<file path="src/rtl/core/fht_pkg.sv">
// Package for the fragment hole tracker: types, status codes and default sizes.
// Used by the controller, the datapath, the top level and the checker.
package fht_pkg;

    localparam int MAX_HOLES_DEF   = 16;
    localparam int HEADER_ROOM_DEF = 256;
    localparam logic [15:0] OFFSET_MAX = 16'hFFFF;
    localparam logic [16:0] FULL_LENGTH = 17'h10000;

    localparam logic [1:0] STATUS_WAIT  = 2'd0;
    localparam logic [1:0] STATUS_DONE  = 2'd1;
    localparam logic [1:0] STATUS_ERROR = 2'd2;

    typedef enum logic [2:0] {
        ST_IDLE,
        ST_CHECK,
        ST_READ,
        ST_EVAL,
        ST_RIGHT,
        ST_COMMIT,
        ST_FINAL
    } fht_state_t;

    typedef struct packed {
        logic load;
        logic check;
        logic rd;
        logic eval;
        logic right;
        logic next;
        logic commit;
        logic report;
        logic report_err;
    } fht_cmd_t;

    typedef struct packed {
        logic pre_err;
        logic ev_err;
        logic need_right;
        logic rt_err;
        logic walk_last;
    } fht_sts_t;

endpackage

</file>
<file path="src/rtl/core/fragment_hole_tracker.sv">
// Top level of the fragment hole tracker: configuration register port, controller and datapath.
// Depends on fht_pkg, fht_ctrl and fht_dp.
//
// Usage: one fragment item is taken when start is high and busy is low. The
// block then walks its table of holes and reports one result, marked by
// result_valid for one cycle; the receiver cannot stall it.
// A fragment that fails the length or header checks is reported from the
// check state. Otherwise each held hole is walked in a read and an evaluate
// state, plus a right state when the fragment leaves a hole on its right, then
// commit and report follow; a failed hole check reports at once. The hole
// table is read one entry at a time from its single read port. The next item
// may start in the cycle result_valid is shown.
// Status is waiting, complete with the datagram length, or error. After
// complete or error the context returns to one hole covering all offsets.
// Reset clears the context and sets ipv4_mode to one; no clearing pass is
// needed. ipv4_mode is written over the APB port at byte address zero.
module fragment_hole_tracker #(
    parameter int MAX_HOLES   = fht_pkg::MAX_HOLES_DEF,
    parameter int HEADER_ROOM = fht_pkg::HEADER_ROOM_DEF
) (
    input  logic        clk,
    input  logic        rst_n,
    input  logic        start,
    output logic        busy,
    input  logic [15:0] first_offset,
    input  logic [15:0] payload_length,
    input  logic        more_fragments,
    input  logic [8:0]  link_header_length,
    input  logic [9:0]  ip_header_length,
    output logic        result_valid,
    output logic [1:0]  status,
    output logic [16:0] data_length,
    output logic [9:0]  stored_ip_header_length,
    output logic [8:0]  stored_link_header_length,
    input  logic        psel,
    input  logic        penable,
    input  logic        pwrite,
    input  logic [2:0]  paddr,
    input  logic [31:0] pwdata,
    output logic [31:0] prdata,
    output logic        pready
);

    logic              ipv4_mode_reg;
    fht_pkg::fht_cmd_t cmd;
    fht_pkg::fht_sts_t sts;

    assign pready = 1'b1;
    assign prdata = (paddr[2] == 1'b0) ? {31'd0, ipv4_mode_reg} : 32'd0;

    always_ff @(posedge clk or negedge rst_n)
    begin
        if (!rst_n)
        begin
            ipv4_mode_reg <= 1'b1;
        end
        else if (psel && penable && pwrite && pready && (paddr[2] == 1'b0))
        begin
            ipv4_mode_reg <= pwdata[0];
        end
    end

    fht_ctrl u_ctrl (
        .clk   (clk),
        .rst_n (rst_n),
        .start (start),
        .busy  (busy),
        .sts   (sts),
        .cmd   (cmd)
    );

    fht_dp #(
        .MAX_HOLES   (MAX_HOLES),
        .HEADER_ROOM (HEADER_ROOM)
    ) u_dp (
        .clk                       (clk),
        .rst_n                     (rst_n),
        .cmd                       (cmd),
        .sts                       (sts),
        .ipv4_mode                 (ipv4_mode_reg),
        .first_offset              (first_offset),
        .payload_length            (payload_length),
        .more_fragments            (more_fragments),
        .link_header_length        (link_header_length),
        .ip_header_length          (ip_header_length),
        .result_valid              (result_valid),
        .status                    (status),
        .data_length               (data_length),
        .stored_ip_header_length   (stored_ip_header_length),
        .stored_link_header_length (stored_link_header_length)
    );

endmodule

</file>
<file path="src/rtl/core/fht_ctrl.sv">
// Controller of the fragment hole tracker: sequences the check, the hole walk and the report.
// Depends on fht_pkg.
module fht_ctrl (
    input  logic              clk,
    input  logic              rst_n,
    input  logic              start,
    output logic              busy,
    input  fht_pkg::fht_sts_t sts,
    output fht_pkg::fht_cmd_t cmd
);

    fht_pkg::fht_state_t state_reg;
    fht_pkg::fht_state_t state_next;

    always_ff @(posedge clk or negedge rst_n)
    begin
        if (!rst_n)
        begin
            state_reg <= fht_pkg::ST_IDLE;
        end
        else
        begin
            state_reg <= state_next;
        end
    end

    always_comb
    begin
        state_next = state_reg;
        cmd        = '0;
        busy       = (state_reg != fht_pkg::ST_IDLE);
        unique case (state_reg)
            fht_pkg::ST_IDLE:
            begin
                if (start)
                begin
                    cmd.load   = 1'b1;
                    state_next = fht_pkg::ST_CHECK;
                end
            end
            fht_pkg::ST_CHECK:
            begin
                cmd.check = 1'b1;
                if (sts.pre_err)
                begin
                    cmd.report     = 1'b1;
                    cmd.report_err = 1'b1;
                    state_next     = fht_pkg::ST_IDLE;
                end
                else
                begin
                    state_next = fht_pkg::ST_READ;
                end
            end
            fht_pkg::ST_READ:
            begin
                cmd.rd     = 1'b1;
                state_next = fht_pkg::ST_EVAL;
            end
            fht_pkg::ST_EVAL:
            begin
                cmd.eval = 1'b1;
                priority if (sts.ev_err)
                begin
                    cmd.report     = 1'b1;
                    cmd.report_err = 1'b1;
                    state_next     = fht_pkg::ST_IDLE;
                end
                else if (sts.need_right)
                begin
                    state_next = fht_pkg::ST_RIGHT;
                end
                else
                begin
                    cmd.next   = 1'b1;
                    state_next = sts.walk_last ? fht_pkg::ST_COMMIT : fht_pkg::ST_READ;
                end
            end
            fht_pkg::ST_RIGHT:
            begin
                cmd.right = 1'b1;
                if (sts.rt_err)
                begin
                    cmd.report     = 1'b1;
                    cmd.report_err = 1'b1;
                    state_next     = fht_pkg::ST_IDLE;
                end
                else
                begin
                    cmd.next   = 1'b1;
                    state_next = sts.walk_last ? fht_pkg::ST_COMMIT : fht_pkg::ST_READ;
                end
            end
            fht_pkg::ST_COMMIT:
            begin
                cmd.commit = 1'b1;
                state_next = fht_pkg::ST_FINAL;
            end
            fht_pkg::ST_FINAL:
            begin
                cmd.report = 1'b1;
                state_next = fht_pkg::ST_IDLE;
            end
            default:
            begin
                state_next = fht_pkg::ST_IDLE;
            end
        endcase
    end

endmodule

</file>
<file path="src/rtl/core/fht_dp.sv">
// Datapath of the fragment hole tracker: item registers, ping-pong hole table and result registers.
// Depends on fht_pkg.
module fht_dp #(
    parameter int MAX_HOLES   = fht_pkg::MAX_HOLES_DEF,
    parameter int HEADER_ROOM = fht_pkg::HEADER_ROOM_DEF
) (
    input  logic              clk,
    input  logic              rst_n,
    input  fht_pkg::fht_cmd_t cmd,
    output fht_pkg::fht_sts_t sts,
    input  logic              ipv4_mode,
    input  logic [15:0]       first_offset,
    input  logic [15:0]       payload_length,
    input  logic              more_fragments,
    input  logic [8:0]        link_header_length,
    input  logic [9:0]        ip_header_length,
    output logic              result_valid,
    output logic [1:0]        status,
    output logic [16:0]       data_length,
    output logic [9:0]        stored_ip_header_length,
    output logic [8:0]        stored_link_header_length
);

    localparam int IW    = $clog2(MAX_HOLES);
    localparam int CW    = $clog2(MAX_HOLES + 1);
    localparam int DEPTH = 2 ** (IW + 1);

    logic [31:0]   mem [DEPTH];
    logic [31:0]   rdata_reg;

    logic [15:0]   first_reg;
    logic [15:0]   plen_reg;
    logic          islast_reg;
    logic [8:0]    l2_reg;
    logic [9:0]    l3_reg;
    logic [15:0]   last_reg;

    logic [CW-1:0] i_reg;
    logic [CW-1:0] n_reg;
    logic [CW-1:0] count_reg;
    logic          bank_reg;
    logic          fresh_reg;
    logic [16:0]   dlen_reg;
    logic          known_reg;
    logic [9:0]    ip_hdr_reg;
    logic [8:0]    link_hdr_reg;

    logic          valid_reg;
    logic [1:0]    status_reg;
    logic [16:0]   dlen_out_reg;
    logic [9:0]    ip_out_reg;
    logic [8:0]    link_out_reg;

    logic [16:0]   last_sum;
    logic [10:0]   hdr_sum;
    logic          hdr_rec;
    logic [15:0]   hs;
    logic [15:0]   he;
    logic          overlap;
    logic          left;
    logic [15:0]   left_end;
    logic          left_bad;
    logic          full;
    logic          ev_push;
    logic [31:0]   ev_data;
    logic          len_rec;
    logic [17:0]   len_chk;
    logic [15:0]   right_start;
    logic          right_bad;
    logic [CW-1:0] i_inc;
    logic [16:0]   fin_dlen;
    logic [17:0]   v4_sum;
    logic [1:0]    fin_status;
    logic          wr_en;
    logic [31:0]   wr_data;

    assign last_sum    = {1'b0, first_reg} + {1'b0, plen_reg} - 17'd1;
    assign hdr_sum     = {1'b0, l3_reg} + {2'b0, l2_reg};
    assign hdr_rec     = (plen_reg != 16'd0) && !last_sum[16] && (first_reg == 16'd0);

    assign hs          = fresh_reg ? 16'd0 : rdata_reg[31:16];
    assign he          = fresh_reg ? fht_pkg::OFFSET_MAX : rdata_reg[15:0];
    assign overlap     = !((first_reg > he) || (last_reg < hs));
    assign left        = overlap && (hs < first_reg);
    assign left_end    = first_reg - 16'd1;
    assign left_bad    = (hs[2:0] != 3'd0) || (left_end[2:0] != 3'd7);
    assign full        = (n_reg >= CW'(MAX_HOLES));
    assign ev_push     = !overlap || left;
    assign ev_data     = overlap ? {hs, left_end} : {hs, he};
    assign len_rec     = overlap && islast_reg && (last_reg <= he);
    assign len_chk     = {2'b0, last_reg} + 18'd1 + {2'b0, first_reg};
    assign right_start = last_reg + 16'd1;
    assign right_bad   = full || (right_start[2:0] != 3'd0) || (he[2:0] != 3'd7);
    assign i_inc       = i_reg + CW'(1);

    assign sts.pre_err    = (plen_reg == 16'd0) || last_sum[16]
                          || (hdr_rec && (hdr_sum > 11'(HEADER_ROOM)));
    assign sts.ev_err     = (ev_push && (full || (overlap && left_bad)))
                          || (len_rec && (last_reg < he) && (len_chk > 18'd65535));
    assign sts.need_right = overlap && !islast_reg && (last_reg < he);
    assign sts.rt_err     = right_bad;
    assign sts.walk_last  = (i_inc == count_reg);

    assign fin_dlen   = known_reg ? dlen_reg : fht_pkg::FULL_LENGTH;
    assign v4_sum     = {1'b0, fin_dlen} + {8'b0, ip_hdr_reg};

    always_comb
    begin
        priority if (count_reg != '0)
        begin
            fin_status = fht_pkg::STATUS_WAIT;
        end
        else if (ipv4_mode && (v4_sum > 18'd65535))
        begin
            fin_status = fht_pkg::STATUS_ERROR;
        end
        else
        begin
            fin_status = fht_pkg::STATUS_DONE;
        end
    end

    assign wr_en   = (cmd.eval && ev_push && !full) || (cmd.right && !full);
    assign wr_data = cmd.right ? {right_start, he} : ev_data;

    always_ff @(posedge clk)
    begin
        if (wr_en)
        begin
            mem[{~bank_reg, n_reg[IW-1:0]}] <= wr_data;
        end
        if (cmd.rd)
        begin
            rdata_reg <= mem[{bank_reg, i_reg[IW-1:0]}];
        end
        if (cmd.load)
        begin
            first_reg  <= first_offset;
            plen_reg   <= payload_length;
            islast_reg <= !more_fragments;
            l2_reg     <= link_header_length;
            l3_reg     <= ip_header_length;
        end
        if (cmd.check)
        begin
            last_reg <= last_sum[15:0];
        end
        if (cmd.report)
        begin
            dlen_out_reg <= (!cmd.report_err && (fin_status == fht_pkg::STATUS_DONE))
                          ? fin_dlen : 17'd0;
            ip_out_reg   <= (cmd.check && hdr_rec) ? l3_reg : ip_hdr_reg;
            link_out_reg <= (cmd.check && hdr_rec) ? l2_reg : link_hdr_reg;
        end
    end

    always_ff @(posedge clk or negedge rst_n)
    begin
        if (!rst_n)
        begin
            i_reg        <= '0;
            n_reg        <= '0;
            count_reg    <= CW'(1);
            bank_reg     <= 1'b0;
            fresh_reg    <= 1'b1;
            dlen_reg     <= '0;
            known_reg    <= 1'b0;
            ip_hdr_reg   <= '0;
            link_hdr_reg <= '0;
            valid_reg    <= 1'b0;
            status_reg   <= fht_pkg::STATUS_WAIT;
        end
        else
        begin
            valid_reg <= cmd.report;
            if (cmd.load)
            begin
                i_reg <= '0;
                n_reg <= '0;
            end
            if (cmd.check && hdr_rec && !cmd.report)
            begin
                ip_hdr_reg   <= l3_reg;
                link_hdr_reg <= l2_reg;
            end
            if (wr_en)
            begin
                n_reg <= n_reg + CW'(1);
            end
            if (cmd.eval && len_rec && !cmd.report)
            begin
                dlen_reg  <= {1'b0, last_reg} + 17'd1;
                known_reg <= 1'b1;
            end
            if (cmd.next)
            begin
                i_reg <= i_inc;
            end
            if (cmd.commit)
            begin
                count_reg <= n_reg;
                bank_reg  <= ~bank_reg;
                fresh_reg <= 1'b0;
            end
            if (cmd.report)
            begin
                status_reg <= cmd.report_err ? fht_pkg::STATUS_ERROR : fin_status;
                if (cmd.report_err || (fin_status != fht_pkg::STATUS_WAIT))
                begin
                    count_reg    <= CW'(1);
                    fresh_reg    <= 1'b1;
                    dlen_reg     <= '0;
                    known_reg    <= 1'b0;
                    ip_hdr_reg   <= '0;
                    link_hdr_reg <= '0;
                end
            end
        end
    end

    assign result_valid              = valid_reg;
    assign status                    = status_reg;
    assign data_length               = dlen_out_reg;
    assign stored_ip_header_length   = ip_out_reg;
    assign stored_link_header_length = link_out_reg;

endmodule

</file>
<file path="config.mk">
export PLATFORM = sky130hd
export DESIGN_NAME = fragment_hole_tracker
export DESIGN_NICKNAME = d
export VERILOG_FILES = /design/src/rtl/core/fht_pkg.sv /design/src/rtl/core/fragment_hole_tracker.sv /design/src/rtl/core/fht_ctrl.sv /design/src/rtl/core/fht_dp.sv
export SDC_FILE = /design/constraint.sdc
export NUM_CORES = 1
export LEC_CHECK = 0
export BUFFER_PORTS_ARGS = -buffer_cell sky130_fd_sc_hd__buf_4
export CORE_MARGIN = 2
export CORE_UTILIZATION = 34
export CTS_CLUSTER_DIAMETER = 150
export DETAILED_ROUTE_END_ITERATION = 8
export PLACE_DENSITY = 0.56
export SLEW_MARGIN = 0
export SYNTH_ARGS = -nofsm -noshare
export SYNTH_HDL_FRONTEND = slang
export SYNTH_HIERARCHICAL = 1
export SYNTH_SLANG_ARGS = --single-unit
</file>
<file path="constraint.sdc">
create_clock -name clk -period 10.08 [get_ports clk]
set_clock_uncertainty 0.15 [all_clocks]
set_input_delay 2.016 -clock clk [delete_from_list [all_inputs] [get_ports clk]]
set_output_delay 2.016 -clock clk [all_outputs]
set_load 0.03 [all_outputs]
</file>
==> results.py <==
metrics = {
    "synthesis": {
        "syn_avg_cell_area_um2": 19.2,
        "synth_area_mm2": 0.0511,
        "synth_ff_type": "edfxtp_1",
        "synth_cells": 2660,
        "netlist-cell-type-count": 76,
        "async_flop_share_pct": 5.00,
        "yosys_register_bits": 1221,
        "synth_seq_area_share_pct": 71.1,
        "yosysWarnings": 6,
        "synth_edf_count": 1160,
    },
    "final_layout": {
        "antennaDiodeCount": 0,
        "largest_reg_flops": 1024,
        "finalNetCount": 3088,
        "final_layout_size_suffix_gt1_share_pct": 27.7,
        "fin_util_pct": 39.1,
        "area_delta_synth_final_pct": 14.5,
    },
    "critical_path": {
        "startpoint_type": "register",
        "rr_endpoint": "u_dp/dlen_reg[16]",
        "end_kind": "register",
        "regToRegStartpoint": "u_dp/fresh_reg",
        "ff2ff_setup_slack_ns": 3.98,
        "cp.required_ns": 10.51,
        "arrival_ns": 6.53,
        "path_class": "register to register",
        "ff2ff_path_depth": 13,
        "cpPeakStageDelay_ns": 1.02,
        "critPathBufInv": 2,
        "crit_path_max_fanout": 44,
        "setup.worst_path.start": "u_dp/fresh_reg",
        "cp_cell_sequence": "inv_1 > nand2_1 > ha_1 > nor4b_1 > o21ai_0 > o211ai_1 > a2111oi_0 > o22ai_1 > a22oi_1 > a221o_2 > buf_4 > o21a_1 > o41ai_1",
        "cp_slowest_cell": "o21a_1",
        "cp_top_family": "compound AO/OA/AOI/OAI gates",
    },
    "clock_network": {
        "tritoncts": "done",
        "cts_inserted_buffers": 120,
        "post_cts_buffers": 0,
        "root_buffer": "clkbuf_16",
        "hold_buffers": 0,
        "cts-resized-gates": 0,
        "clk_pin_slew_ns": 0.06,
        "cts.path.max_buffers": 3,
        "htree_levels": 3,
        "clock_latency_ns": 0.75,
        "cts_sinks": 1221,
    },
    "timing": {
        "finalHoldViolCount": 0,
        "finalSetupViolCount": 0,
        "fmax_mhz": 164,
        "finalMaxSlewViolations": 0,
        "worst_pin_slew_ns": 1.42,
        "rsz0062_at_grt": "no",
        "relSlewSlack_pct": 5.33,
        "timing.hold.ws_ns": 0.361,
        "period_minus_slack_ns": 6.10,
        "min_period_over_period_pct": 60.5,
        "finalSetupTns_ns": 0,
    },
    "power": {
        "p_leak_nw": 19.5,
        "power.density_mw_per_mm2": 274,
        "p_total_mw": 16.0,
        "ir_drop_mv": 0.187,
    },
    "placed_design": {
        "io_buffer_count": 100,
        "hpwlAfterDp_mm": 75.3,
        "place_congestion": 0.830,
    },
    "hold_path": {
        "hold_path_end": "u_dp/dlen_reg[16]",
        "hp-class": "register to register",
        "hold_start": "u_dp/dlen_reg[16]",
        "holdPathStages": 2,
    },
    "routing": {
        "drtPass1Iterations": 7,
        "routed_wirelength_mm": 131,
        "ant_nets": 0,
        "first_iter_violations": 3019,
        "via_per_inst": 5.18,
        "avgRoutedWirePerCell_um": 26.3,
        "vias": 25755,
        "drc": 0,
    },
    "run": {
        "max_cap_viol_count": 0,
    },
    "global_routing": {
        "overflow": 0,
        "track_usage_pct": 17.0,
        "grt_max_degree": 118,
        "grt_first_pass_wirelength_mm": 187,
        "grt_pass1_vias": 25616,
        "antenna_found_initial": 0,
    },
    "floorplan": {
        "die_y_um": 392,
        "initial_utilization_pct": 34.2,
        "rows": 142,
        "io_pins": 166,
        "coreArea_mm2": 0.150,
        "dieArea_mm2": 0.154,
        "die_width_um": 392,
    },
    "outcome": {
        "status": "completed",
    },
}
report_power, final:
group | leakage [nW] | internal (mW) | switching, mW | total (mW)
sequential | 11.4 | 6.84 | 0.417 | 7.26
combinational | 6.29 | 1.66 | 2.80 | 4.46
clock | 1.83 | 2.39 | 1.94 | 4.32
routing by layer:
layer	vias up	global-route usage, %	share of wire, %
li1	11120	-	-
met5	-	0.0957	0
met2	824	26.4	47
met3	189	3.64	7.0
met1	13622	24.2	44
met4	0	4.54	2.4
stage by stage:
stage	cell area [µm²]	std cells	worst slack, ns
floorplan	51200	2690	2.67
global placement	54800	4749	4.04
detailed placement	54800	4749	3.92
CTS	58500	4971	3.93
global route	58500	4971	3.41
finish	58500	4971	3.98
cells in the mapped netlist (all sizes together) (6+ instances only):
| cell type | number | area share [%] |
|---|---|---|
| nand2 | 67 | 0.49 |
| xnor2 | 32 | 0.55 |
| nand3 | 45 | 0.44 |
| nand4 | 19 | 0.23 |
| dfrtp | 58 | 2.8 |
| o211ai | 8 | 0.12 |
| nor4 | 12 | 0.16 |
| nor4b | 8 | 0.17 |
| clkbuf | 88 | 0.65 |
| ha | 136 | 3.3 |
| a21o | 25 | 0.37 |
| nor2 | 91 | 0.67 |
| o21ai | 49 | 0.48 |
| a211oi | 6 | 0.11 |
| and2 | 26 | 0.32 |
| mux4 | 320 | 14 |
| mux2i | 25 | 0.49 |
| buf | 60 | 0.76 |
| nor2b | 9 | 0.11 |
| and3 | 22 | 0.27 |
| inv | 106 | 0.78 |
| xor2 | 20 | 0.34 |
| nor3 | 37 | 0.39 |
| nand2b | 11 | 0.13 |
| a21oi | 71 | 0.69 |
| edfxtp | 1160 | 68 |
| o21a | 11 | 0.16 |
| mux2 | 55 | 1.2 |
layout by cell type, fill, tap and decap left out, drive strengths merged, types with 37 or more instances in the layout:
cell type  synthesis  routed
nor3              37      37
mux2              55      55
dfrtp             58      58
mux4             320     320
nor2              91      91
clkinv             0      56
nand3             45      45
buf               60     191
edfxtp          1160    1160
nand2             67      67
inv              106     110
a21oi             71      71
o21ai             49      49
clkbuf            88     152
ha               136     136
worst max path at each step:
| stage | end | slack, ns | cells after the start |
|---|---|---|---|
| floorplan | u_dp/mem[23][0] | 2.67 | 13 |
| global placement | u_dp/dlen_reg[16] | 4.04 | 13 |
| detailed placement | u_dp/dlen_reg[16] | 3.92 | 13 |
| CTS | u_dp/dlen_reg[16] | 3.93 | 13 |
| global route | u_dp/link_hdr_reg[4] | 3.41 | 15 |
| finish | u_dp/dlen_reg[16] | 3.98 | 13 |
area by class of cell:
cell class | count | area, µm²
Tap cell | 2016 | 2520
Clock buffer | 152 | 3140
Inverter | 106 | 398
Timing Repair Buffer | 191 | 1450
Fill cell | 13573 | 91100
Sequential cell | 1221 | 36400
Multi-Input combinational cell | 1215 | 14000
Clock inverter | 70 | 596
cells by family after synthesis:
kind of cell    after synthesis  share of synthesized area (%)
buf+inv                     254                           2.19
compound gates              211                           2.60
simple gates                380                           3.91
fa+ha+maj                   140                           3.48
other cells                   2                         0.0147
flops                      1221                           71.1
xor+xnor                     52                          0.891
mux                         400                           15.8
worst register-to-register path, cell delays in order (launching register included):
cell and delay, ns:
dfstp_2 0.98, inv_1 0.45, nand2_1 0.24, ha_1 0.19
nor4b_1 0.06, o21ai_0 0.24, o211ai_1 0.14, a2111oi_0 0.66
o22ai_1 0.36, a22oi_1 0.49, a221o_2 0.27, buf_4 0.47
o21a_1 1.04, o41ai_1 0.21
No activity file was read; power rests on OpenSTA's default activity.
